File: src/rtl/sorted_priority_queue_defines.svh
// Assertion macros shared by the sorted priority queue RTL.
`ifndef SORTED_PRIORITY_QUEUE_DEFINES_SVH
`define SORTED_PRIORITY_QUEUE_DEFINES_SVH

`ifndef ASSERT_OFF

// Concurrent check sampled on the rising clock, held off during reset.
`define SPQ_ASSERT(label, clk, rst, prop, msg) \
  label: assert property (@(posedge clk) disable iff (rst) prop) else $error(msg);

// Concurrent check that also applies while reset is asserted.
`define SPQ_ASSERT_ALWAYS(label, clk, prop, msg) \
  label: assert property (@(posedge clk) prop) else $error(msg);

`else

`define SPQ_ASSERT(label, clk, rst, prop, msg)
`define SPQ_ASSERT_ALWAYS(label, clk, prop, msg)

`endif

`endif

File: src/rtl/spq_pkg.sv
// Types and constants for the sorted priority queue.
package spq_pkg;

  // Number of entries the queue holds.
  localparam int CAPACITY = 16;
  // Width of the occupancy count (holds 0 .. CAPACITY).
  localparam int OCC_W = $clog2(CAPACITY + 1);

  localparam int KEY_W = 32;
  localparam int PAY_W = 64;

  typedef enum logic {
    CMD_ENQ = 1'b0,
    CMD_DEQ = 1'b1
  } cmd_t;

  typedef enum logic [1:0] {
    ST_OK    = 2'd0,
    ST_EMPTY = 2'd1,
    ST_FULL  = 2'd2
  } status_t;

  typedef struct packed {
    cmd_t                     cmd;
    logic signed [KEY_W-1:0]  key;
    logic        [PAY_W-1:0]  payload;
  } item_t;

  typedef struct packed {
    status_t                  status;
    logic signed [KEY_W-1:0]  out_key;
    logic        [PAY_W-1:0]  out_payload;
    logic        [OCC_W-1:0]  occupancy;
  } result_t;

endpackage

File: src/rtl/sorted_priority_queue.sv
// Sorted priority queue: register-row list with parallel insert and remove.
//
// Input channel (in_valid / in_stall / in_item) carries one command per
// transfer: enqueue of a signed key with a 64-bit payload, or dequeue of
// the head (smallest key). The output channel (out_valid / out_stall /
// out_result) returns exactly one result per command: status, the removed
// key and payload (zero unless a dequeue succeeded) and the occupancy.
// Every entry sits in its own register; each slot compares its key with the
// incoming one in parallel and shifts from its neighbor. The result is
// registered, so out_valid rises in the cycle after the input transfer,
// and one command is taken every cycle while results drain.
// An enqueue with a key equal to the head's lands just behind the head.
// Enqueue on a full queue drops the entry (status full); dequeue on an
// empty queue reports status empty. Neither changes the contents.
// Reset (rst, synchronous) empties the queue and clears out_valid; entry
// contents are not cleared since only held entries are ever read.
// When out_stall holds a waiting result, in_stall rises and no new command
// is taken until the result transfers.
`include "sorted_priority_queue_defines.svh"

module sorted_priority_queue (
  input  logic            clk,
  input  logic            rst,
  input  logic            in_valid,
  output logic            in_stall,
  input  spq_pkg::item_t  in_item,
  output logic            out_valid,
  input  logic            out_stall,
  output spq_pkg::result_t out_result
);

  logic signed [spq_pkg::KEY_W-1:0] keys      [spq_pkg::CAPACITY];
  logic        [spq_pkg::PAY_W-1:0] pays      [spq_pkg::CAPACITY];
  logic signed [spq_pkg::KEY_W-1:0] keys_next [spq_pkg::CAPACITY];
  logic        [spq_pkg::PAY_W-1:0] pays_next [spq_pkg::CAPACITY];
  logic        [spq_pkg::OCC_W-1:0] count;
  logic        [spq_pkg::OCC_W-1:0] count_next;
  spq_pkg::result_t                 result_next;

  logic [spq_pkg::CAPACITY-1:0] held;
  logic [spq_pkg::CAPACITY-1:0] after;
  logic                         lt_head;
  logic                         is_full;
  logic                         is_empty;
  logic                         accept;

  // Input is held off only while a result waits on a stalled receiver
  assign in_stall = out_valid && out_stall;
  assign accept   = in_valid && !in_stall;

  assign is_full  = (count == spq_pkg::OCC_W'(spq_pkg::CAPACITY));
  assign is_empty = (count == '0);

  // Per-slot compare: a slot is at or past the insert point when the new
  // key goes in front of the head, the slot is unused, or (behind the
  // head) its key is not smaller. The list is sorted, so this is monotone.
  always_comb begin
    lt_head = is_empty || (in_item.key < keys[0]);
    for (int i = 0; i < spq_pkg::CAPACITY; i++) begin
      held[i] = (spq_pkg::OCC_W'(i) < count);
    end
    after[0] = lt_head;
    for (int i = 1; i < spq_pkg::CAPACITY; i++) begin
      after[i] = lt_head || !held[i] || (keys[i] >= in_item.key);
    end
  end

  // Next contents of the row and the result for this command
  always_comb begin
    keys_next   = keys;
    pays_next   = pays;
    count_next  = count;
    result_next = '0;
    case (in_item.cmd)
      spq_pkg::CMD_ENQ: begin
        if (is_full) begin
          result_next.status = spq_pkg::ST_FULL;
        end else begin
          result_next.status = spq_pkg::ST_OK;
          count_next = count + 1'b1;
          // head slot: new entry or shifted nothing in
          if (after[0]) begin
            keys_next[0] = in_item.key;
            pays_next[0] = in_item.payload;
          end
          for (int i = 1; i < spq_pkg::CAPACITY; i++) begin
            if (after[i] && !after[i-1]) begin
              keys_next[i] = in_item.key;
              pays_next[i] = in_item.payload;
            end else if (after[i]) begin
              keys_next[i] = keys[i-1];
              pays_next[i] = pays[i-1];
            end
          end
        end
      end
      spq_pkg::CMD_DEQ: begin
        if (is_empty) begin
          result_next.status = spq_pkg::ST_EMPTY;
        end else begin
          result_next.status      = spq_pkg::ST_OK;
          result_next.out_key     = keys[0];
          result_next.out_payload = pays[0];
          count_next = count - 1'b1;
          for (int i = 0; i < spq_pkg::CAPACITY - 1; i++) begin
            keys_next[i] = keys[i+1];
            pays_next[i] = pays[i+1];
          end
        end
      end
      default: begin
        result_next.status = spq_pkg::ST_OK;
      end
    endcase
    result_next.occupancy = count_next;
  end

  // Entry row: payload registers, no reset needed
  always_ff @(posedge clk) begin
    if (accept) begin
      keys <= keys_next;
      pays <= pays_next;
    end
  end

  // Occupancy count
  always_ff @(posedge clk) begin
    if (rst) begin
      count <= '0;
    end else if (accept) begin
      count <= count_next;
    end
  end

  // Result register
  always_ff @(posedge clk) begin
    if (rst) begin
      out_valid <= 1'b0;
    end else if (accept) begin
      out_valid <= 1'b1;
    end else if (!out_stall) begin
      out_valid <= 1'b0;
    end
  end

  always_ff @(posedge clk) begin
    if (accept) begin
      out_result <= result_next;
    end
  end

  // Checks
  `SPQ_ASSERT(a_count_bound, clk, rst, count <= spq_pkg::OCC_W'(spq_pkg::CAPACITY), "count over capacity")
  `SPQ_ASSERT(a_enq_grows, clk, rst, accept && in_item.cmd == spq_pkg::CMD_ENQ && !is_full |=> count == $past(count) + 1'b1, "enqueue did not grow count")
  `SPQ_ASSERT(a_deq_shrinks, clk, rst, accept && in_item.cmd == spq_pkg::CMD_DEQ && !is_empty |=> count == $past(count) - 1'b1 && out_result.out_key == $past(keys[0]), "dequeue mismatch")
  `SPQ_ASSERT(a_full_occ, clk, rst, out_valid && out_result.status == spq_pkg::ST_FULL |-> out_result.occupancy == spq_pkg::OCC_W'(spq_pkg::CAPACITY), "full status with short occupancy")
  `SPQ_ASSERT_ALWAYS(a_reset_empty, clk, rst |=> count == '0 && !out_valid, "reset did not empty queue")

endmodule

File: config.mk
export PLATFORM = sky130hd
export DESIGN_NAME = sorted_priority_queue
export DESIGN_NICKNAME = d
export VERILOG_FILES = /design/src/rtl/spq_pkg.sv /design/src/rtl/sorted_priority_queue.sv
export VERILOG_INCLUDE_DIRS = /design/src /design/src/rtl
export SDC_FILE = /design/constraint.sdc
export NUM_CORES = 2
export LEC_CHECK = 0
export BUFFER_PORTS_ARGS = -buffer_cell sky130_fd_sc_hd__clkbuf_2
export CORE_MARGIN = 3
export CORE_UTILIZATION = 60
export CTS_CLUSTER_DIAMETER = 80
export DETAILED_ROUTE_END_ITERATION = 10
export HOLD_SLACK_MARGIN = 0.1
export PLACE_DENSITY = 0.77
export SYNTH_ARGS = -nofsm -noshare
export SYNTH_HDL_FRONTEND = slang
export SYNTH_SLANG_ARGS = --single-unit
File: constraint.sdc
create_clock -name clk -period 18.3 [get_ports clk]
set_input_delay 4.575 -clock clk [delete_from_list [all_inputs] [get_ports clk]]
set_output_delay 4.575 -clock clk [all_outputs]
set_load 0.005 [all_outputs]
==> flow_metrics.tcl <==
set metrics [dict create \
    status "completed" \
    critical-path-top-delay-family "simple AND/OR/NAND/NOR gates" \
    filler_cell_count 11600 \
    synth.yosys.warnings 0 \
    tightestPinTransition_ns 1.35 \
    yosysTopAreaCell "sky130_fd_sc_hd__edfxtp_1" \
    clk-insertion-delay-late_ns 0.84 \
    p_seq_share_pct 46.6 \
    start_kind "primary input" \
    drt-total-wl_microns 310000 \
    critPathMaxFanout 192 \
    crit_path_end_kind "flop" \
    internal_power_uw 7390 \
    slew_violations 0 \
    number_of_enable_type_register_cells_in_the_synthesized_netlist 1639 \
    viasPerCell 7.24 \
    rsz0062_at_grt "false" \
    cts.root.buffer_cell "sky130_fd_sc_hd__clkbuf_16" \
    finalWeightedCongestion 1.04 \
    core-area_sq_mm 0.152 \
    final_layout_size_suffix_gt1_share_pct 8.32 \
    switching_share_pct 31.8 \
    maxCapViolations 0 \
    cp_data_arrival_time_ns 11.33 \
    synth_commonest_cells "sky130_fd_sc_hd__edfxtp_1 (1,639), sky130_fd_sc_hd__nand2_1 (1,528), sky130_fd_sc_hd__nand3_1 (1,034), sky130_fd_sc_hd__o211ai_1 (816), sky130_fd_sc_hd__clkbuf_1 (651)" \
    std_cell_rows 143 \
    area_growth_pct 8.06 \
    setup.worst_path.class "in -> reg" \
    clock_path_buffers 3 \
    synth_area_sq_mm 0.0920 \
    critical_path.slowest_cell "sky130_fd_sc_hd__buf_12" \
    final-setup-viol-count 0 \
    clock_power_share_pct 33.1 \
    combinationalPowerShare_pct 20.3 \
    grt_max_degree 240 \
    layout_min_cycle_time_ns 10.89 \
    grt_util_all_layers_pct 38.3 \
    post_synth.cell_area_avg_sq_um 10.7 \
    crit_path_max_incr_delay_ns 0.90 \
    synth_cells 8573 \
    cpMostUsedCell "sky130_fd_sc_hd__buf_4" \
    timing.critical_path.buf_inv 4 \
    synth_fp_nets 9188 \
    clk_pin_slew_worst_paths_ns 0.06 \
    final-hold-violation-count 0 \
    cts_hold_repair.buffers 0 \
    hold_path.class "reg -> reg" \
    max-vdd-ir-drop_v 0.000142 \
    floorplan.io_pins 206 \
    synth.top_cell.area_share_pct 53.5 \
    initial_cell_density_of_the_core_pct 60.5 \
    cells_along_the_critical_path "clkbuf_2 -> ha_1 -> nand4_1 -> or4_1 -> a31o_2 -> a21o_1 -> nand3_4 -> buf_12 -> nor3_1 -> nor2_4 -> buf_4 -> buf_4" \
    clock_tree_from_tritoncts "yes" \
    numClockSinks 1645 \
    instances_no_fill 10500 \
    power-per-cell-area_mw_per_mm2 109 \
    clock-skew-final_ns 0.0415 \
    die-area_sq_mm 0.158 \
    drt_first_pass_iters 8 \
    timing.max_slew.rel_slack_pct 10.2 \
    postCtsSetupBuffers 0 \
    total_switching_power_uw 3450 \
    final_net_count 8916 \
    synthDistinctLibCells 70 \
    static-leakage-power_uw 0.0350 \
    final.period_utilization_pct 59.5 \
    synth.most_common_cell "sky130_fd_sc_hd__edfxtp_1" \
    grt_first_pass_wirelength_microns 460000 \
    floorplan.die.height_microns 398 \
    numPlacedInstances 10200 \
    remaining_drc_errors 0 \
    detailed_place_hpwl_microns 184000 \
    fin_setup_tns_ns 0 \
    die_width_microns 398 \
    place.port_buffers 205 \
    grt.overflow.total 0 \
    avgRoutedWirePerCell_microns 29.6 \
    synth.yosys.seq_area_share_pct 53.6 \
    vias 76000 \
    cts_htree_levels 4 \
    synth_async_sr_flop_share_pct 0 \
    drtAntennaViolNets 0 \
    critical_path_required_ns 18.74 \
    synth_top_flop_cell "sky130_fd_sc_hd__edfxtp_1" \
    cts_buffers 174 \
    vias_in_the_first_global_route 71900 \
    maxClockFrequency_mhz 91.8 \
    drt_first_iter_violations 13000 \
    synth_top_cells_by_area "sky130_fd_sc_hd__edfxtp_1 (54%), sky130_fd_sc_hd__ha_1 (7.0%), sky130_fd_sc_hd__o211ai_1 (6.7%), sky130_fd_sc_hd__nand2_1 (6.2%), sky130_fd_sc_hd__nand3_1 (5.6%)" \
    grt_antenna_before_repair 27 \
    post_cts_resized 0 \
    ys_seq_elements 1645 \
]
[layout by cell type (no fill, tap or decap), drive strengths merged, types with 5 or more instances in the layout]
| cell type | n |
|---|---|
| a2111o | 6 |
| a211oi | 22 |
| a21boi | 5 |
| a21o | 61 |
| a21oi | 216 |
| a221o | 5 |
| a221oi | 8 |
| a31oi | 9 |
| a32oi | 192 |
| and3 | 72 |
| and4 | 17 |
| buf | 112 |
| bufinv | 15 |
| clkbuf | 423 |
| clkinv | 73 |
| dfxtp | 6 |
| diode | 15 |
| edfxtp | 1639 |
| ha | 514 |
| inv | 112 |
| mux2 | 99 |
| mux2i | 485 |
| nand2 | 1528 |
| nand2b | 7 |
| nand3 | 1034 |
| nand4 | 104 |
| nor2 | 79 |
| nor2b | 29 |
| nor3 | 32 |
| nor4 | 14 |
| o211ai | 816 |
| o21a | 18 |
| o21ai | 538 |
| o221ai | 12 |
| o22ai | 6 |
| or3 | 73 |
| or4 | 5 |
[per-stage QoR]
| step | setup WS (ns) | utilization (%) | cell area (sq um) | power (uW) | hold WS [ns] |
|---|---|---|---|---|---|
| finish | 7.41 | 65.4 | 99400 | 10800 | 0.548 |
| global route | 7.38 | 65.3 | 99400 | 11200 | 0.580 |
| CTS | 7.75 | 65.3 | 99400 | 10700 | 0.543 |
| detailed placement | 6.93 | 61.6 | 93700 | 7210 | 0.540 |
| global placement | 7.03 | 61.6 | 93700 | 7120 | 0.532 |
| floorplan | 4.69 | - | 92000 | 6420 | 0.524 |
[worst paths after layout]
| check | cells past startpoint | startpoint | end | slack [ns] |
|---|---|---|---|---|
| max | 12 | in_item[95] | pays[526]$_DFFE_PP_ | 7.41 |
| min | 2 | pays[50]$_DFFE_PP_ | pays[114]$_DFFE_PP_ | 0.55 |
| max reg2reg | 12 | keys[511]$_DFFE_PP_ | pays[526]$_DFFE_PP_ | 10.89 |
| min reg2reg | 2 | pays[50]$_DFFE_PP_ | pays[114]$_DFFE_PP_ | 0.55 |
[cell type report]
type / count / area [sq um] / share of cell area [%]
clock buffers: 219 / 4580 / 4.60
multi-input cells: 6062 / 39400 / 39.7
clock inverters: 102 / 1060 / 1.06
well taps: 2030 / 2540 / 2.56
flip-flops and latches: 1645 / 49300 / 49.6
diodes: 15 / 37.5 / 0.0378
repair buffers: 316 / 2030 / 2.04
inverters: 102 / 388 / 0.390
[metal layers]
layer / track usage (%) / part of all wire [%] / vias up
met1: 51.8 / 37 / 36500
met5: 0 / 0.046 / -
met2: 55.5 / 43 / 6019
met3: 9.67 / 13 / 1127
li1: - / - / 32300
met4: 23.5 / 6.9 / 20
[sequential cells by signal, summed over array words and instances, names as in the netlist]
register / flops
pays: 1024
count: 5
keys: 512
out_result: 103
out_valid: 1
[worst min-delay path, stage by stage, from the launching register on]
cell and delay (ns):
sky130_fd_sc_hd__edfxtp_1 0.32, sky130_fd_sc_hd__nand2_1 0.05, sky130_fd_sc_hd__o211ai_1 0.08
[kinds of logic (layout without fill, tap and decap cells)]
logic type,count (synthesis),after routing,share of synthesized area (%)
fa+ha+maj,514,514,6.99
flops,1645,1645,53.6
compound gates,1953,1953,14.3
simple gates,3007,3007,14.7
buf+inv,866,739,3.86
mux,584,584,6.49
xor+xnor,4,4,0.0381
other cells,0,15,0
[power groups by stage]
stage	clock, uW	sequential (uW)	combinational (uW)
global route	3740	5080	2340
finish	3580	5050	2200
CTS	3590	5030	2120
floorplan	0	5030	1380
detailed placement	0	5100	2110
global placement	0	5090	2040
Note: power is estimated with default switching activity, not from simulation.
